<file path="src/rtl/icvt_pkg.sv">
// Shared types and constants for the in-order commit visibility tracker.
`default_nettype none

package icvt_pkg;

  localparam int RING_DEPTH = 64;
  localparam int RING_AW    = $clog2(RING_DEPTH);
  localparam int CNT_W      = $clog2(RING_DEPTH + 1);
  localparam int ID_W       = 64;
  localparam int OUT_CNT_W  = 7;
  localparam int STATUS_W   = 3;
  localparam int CMD_W      = 2;
  localparam int CFG_IDX_W  = 2;

  typedef enum logic [CMD_W-1:0] {
    CMD_ALLOC  = 2'd0,
    CMD_FINISH = 2'd1,
    CMD_QUERY  = 2'd2
  } cmd_t;

  typedef enum logic [CFG_IDX_W-1:0] {
    CFG_REPLICATE_ONLY = 2'd0,
    CFG_STORE_ENABLED  = 2'd1,
    CFG_RECOVERED_ID   = 2'd2
  } cfg_reg_t;

  typedef enum logic [STATUS_W-1:0] {
    ST_OK       = 3'd0,
    ST_STOPPED  = 3'd1,
    ST_FULL     = 3'd2,
    ST_NOT_LIVE = 3'd3,
    ST_DONE     = 3'd4,
    ST_BAD_LOG  = 3'd5
  } status_t;

  typedef enum logic [2:0] {
    S_IDLE,
    S_LOOKUP,
    S_DECIDE,
    S_APPLY,
    S_RETIRE,
    S_RESULT
  } state_t;

  // Commands from the controller to the datapath.
  typedef struct packed {
    logic capture;
    logic lookup;
    logic decide;
    logic apply;
    logic retire_step;
  } icvt_cmd_t;

  // Status from the datapath to the controller.
  typedef struct packed {
    logic retire_go;
    logic head_ready;
  } icvt_sts_t;

endpackage

`default_nettype wire

</file>
<file path="src/rtl/icvt_ctrl.sv">
// Controller state machine that sequences lookup, decision, update and retirement.
`default_nettype none

module icvt_ctrl import icvt_pkg::*; (
  input  wire logic      clk,
  input  wire logic      rst_n,
  input  wire logic      start,
  input  wire icvt_sts_t sts,
  output icvt_cmd_t      cmd,
  output logic           busy,
  output logic           out_valid
);

  state_t state_r, state_nxt;

  always_comb begin
    state_nxt = state_r;
    case (state_r)
      S_IDLE, S_RESULT: begin
        state_nxt = start ? S_LOOKUP : S_IDLE;
      end
      S_LOOKUP: state_nxt = S_DECIDE;
      S_DECIDE: state_nxt = S_APPLY;
      S_APPLY: begin
        state_nxt = sts.retire_go ? S_RETIRE : S_RESULT;
      end
      S_RETIRE: begin
        state_nxt = sts.head_ready ? S_RETIRE : S_RESULT;
      end
      default: state_nxt = S_IDLE;
    endcase
  end

  always_ff @(posedge clk) begin
    if (!rst_n) begin
      state_r <= S_IDLE;
    end else begin
      state_r <= state_nxt;
    end
  end

  always_comb begin
    cmd       = '0;
    busy      = 1'b1;
    out_valid = 1'b0;
    case (state_r)
      S_IDLE: begin
        busy        = 1'b0;
        cmd.capture = start;
      end
      S_RESULT: begin
        busy        = 1'b0;
        out_valid   = 1'b1;
        cmd.capture = start;
      end
      S_LOOKUP: cmd.lookup = 1'b1;
      S_DECIDE: cmd.decide = 1'b1;
      S_APPLY:  cmd.apply  = 1'b1;
      S_RETIRE: cmd.retire_step = sts.head_ready;
      default: begin
        busy = 1'b1;
      end
    endcase
  end

endmodule

`default_nettype wire

</file>
<file path="config.mk">
export PLATFORM = sky130hd
export DESIGN_NAME = icvt_ctrl
export DESIGN_NICKNAME = d
export VERILOG_FILES = /design/src/rtl/icvt_pkg.sv /design/src/rtl/icvt_ctrl.sv
export SDC_FILE = /design/constraint.sdc
export NUM_CORES = 1
export LEC_CHECK = 0
export ABC_AREA = 0
export BUFFER_PORTS_ARGS = -buffer_cell sky130_fd_sc_hd__buf_2
export CORE_AREA = 4 4 41 43
export CTS_CLUSTER_DIAMETER = 120
export DETAILED_ROUTE_END_ITERATION = 10
export DIE_AREA = 0 0 45 47
export GPL_TIMING_DRIVEN = 0
export SLEW_MARGIN = 20
export SYNTH_ARGS = -nofsm -noshare
export SYNTH_HDL_FRONTEND = slang
export SYNTH_SLANG_ARGS = --single-unit
</file>
<file path="constraint.sdc">
create_clock -name clk -period 2 [get_ports clk]
set_input_delay 0.5 -clock clk [delete_from_list [all_inputs] [get_ports clk]]
set_output_delay 0.5 -clock clk [all_outputs]
set_load 0.005 [all_outputs]
</file>
==> qor.yml <==
status: "complete, no violations"
post_cts_resized: 0
fin_util_pct: 24.5
first_pass_iters: 3
cpPeakStageDelay_ns: 0.37
grt_pass1_vias: 179
yosysWarnings: 0
avgSynthCellArea_sq_um: 8.76
finalCriticalPeriod_ns: 1.82
finalHoldViolCount: 0
path_cells: "buf_6 > nor2b_4 > or3_4 > nor2_2 > buf_2"
crit_type: "reg2out"
worst_slew_pin_slew_ns: 0.271
grt_max_degree: 10
yosysSeqAreaShare_pct: 27.4
fillers: 157
max_freq_mhz: 548
ioPinCount: 12
crit_arrival_ns: 1.32
ir_drop_v: 0.000155
skew_ns: 0.000921
dieWidth_microns: 45
end_kind: "output port"
syn-cell-area_sq_um: 219
synth_top_area_share_pct: 27.4
cts_setup_buffers: 0
core_sq_mm: 0.00130
largest_reg_flops: 3
post-dp-hpwl_microns: 389
routed_wl_microns: 475
overflow: 0
synthesis.nets: 30
drtIter0Drc: 3
htreeDepth: 1
largest_register: "state_r"
placed_area_sq_um: 293
portBuffers: 11
p_total_mw: 0.240
synth_top_cells_by_area: "dfxtp_1, nor3b_1, nor2b_4"
grt_usage_pct: 5.45
die_h_microns: 47
finalInstanceArea_sq_um: 319
slew_viol_final: 0
path_max_fanout: 9
synth.ff_latch_count: 3
n_antenna_cell: 0
via_per_inst: 3.93
start_kind: "flop"
drc: 0
numCtsBuffers: 3
cpMaxStageDelayCell: "or3_4"
clock_sinks: 3
grt_first_pass_wirelength_microns: 683
hold_class: "in2reg"
globalplace.congestion: 0.570
initial_utilization_pct: 16.8
p_leak_nw: 0.162
crit_required_ns: 1.50
period_share_pct: 91.2
fin_hold_ws_ns: 0.505
antenna_found_initial: 0
synth_top_cell_by_area: "dfxtp_1"
slew_headroom_pct: 81.9
clk_root_buffer_cell: "clkbuf_4"
powerDensity_mw_per_mm2: 753
synth_cell_types: 18
fin_nets: 46
drv_cap: 0
postCtsHoldBufs: 0
cts_tree: "built"
grt_setup_unrepaired: "false"
fin_setup_tns_ns: 0
rows: 13
cts.clk_slew.worst_paths_ns: 0.04
largest_registers: "state_r x3"
cts_buffer_depth: 2
design.die.area_sq_mm: 0.00212
ant_nets: 0
drive_gt1_share_pct: 45.0
vias: 216
areaGrowthSynthToFinish_pct: 45.7
clock_latency_ns: 0.23
finalSetupViolCount: 0
post_drt_wl_per_cell_microns: 8.64
syn_inst: 25
[cells in the final DEF (no fill, tap or decap), drive strengths merged]
cell type,netlist,final
a2bb2oi,1,1
and2,1,1
and3b,1,1
buf,1,12
clkbuf,0,4
dfxtp,3,3
inv,3,3
mux2i,1,1
nand2,1,1
nand3b,1,1
nor2,3,3
nor2b,3,3
nor3b,2,2
nor4b,1,1
o21a,1,1
o32ai,1,1
or3,1,1
[cells in the mapped netlist]
| library cell | instances |
|---|---|
| o32ai_1 | 1 |
| inv_1 | 3 |
| nor4b_1 | 1 |
| o21a_1 | 1 |
| nor3b_1 | 2 |
| nor2b_4 | 1 |
| or3_4 | 1 |
| nand2_1 | 1 |
| nor2_1 | 2 |
| dfxtp_1 | 3 |
| nand3b_1 | 1 |
| mux2i_1 | 1 |
| and2_1 | 1 |
| a2bb2oi_1 | 1 |
| nor2b_1 | 2 |
| nor2_2 | 1 |
| and3b_1 | 1 |
| buf_6 | 1 |
[cell families (layout without fill, tap and decap cells)]
family / count (synthesis) / count (layout) / share of synthesized area [%]
flops: 3 / 3 / 27.4
simple gates: 14 / 14 / 46.3
compound gates: 3 / 3 / 11.4
buf+inv: 4 / 19 / 10.3
mux: 1 / 1 / 4.57
[through the flow]
stage	worst slack [ns]	instances
2_1_floorplan	0.509	25
4_1_cts	0.158	55
6_report	0.175	55
5_1_grt	0.114	55
3_5_place_dp	0.416	51
3_3_place_gp	0.420	51
[layer usage]
metal	wire (microns)	part of all wire (%)	up-vias	GRT usage, %
li1	-	-	114	-
met1	165	35	93	4.09
met2	240	51	7	7.63
met3	52	11	2	4.60
met4	17	3.6	0	7.02
met5	0	0	-	0
[cell type report]
class / count / area, sq um / area share [%]
Timing Repair Buffer: 11 / 55.1 / 17.3
Buffer: 1 / 11.3 / 3.53
Inverter: 3 / 11.3 / 3.53
Tap cell: 15 / 18.8 / 5.88
Sequential cell: 3 / 60.1 / 18.8
Clock buffer: 4 / 26.3 / 8.24
Multi-Input combinational cell: 18 / 136 / 42.7
[worst paths after layout]
path / endpoint / slack, ns / start / cells after the start
worst max-delay path: cmd[4] / 0.18 / state_r[0] / 5
worst min-delay path: state_r[2] / 0.51 / rst_n / 2
worst max register to register: state_r[2] / 1.01 / state_r[0] / 4
worst min register to register: state_r[0] / 0.61 / state_r[2] / 2
[critical path, delay by kind of cell (launching register included)]
kind	cells	cell delay [ns]
AND/OR/NAND/NOR	3	0.56
flip-flops	1	0.30
buffers and inverters	2	0.24
[where the power goes]
part | switching, mW | total [mW] | internal, mW
clock | 0.0321 | 0.107 | 0.0748
sequential | 0.00659 | 0.0722 | 0.0656
combinational | 0.0246 | 0.0610 | 0.0364
Note: power is estimated with default switching activity, not from simulation.
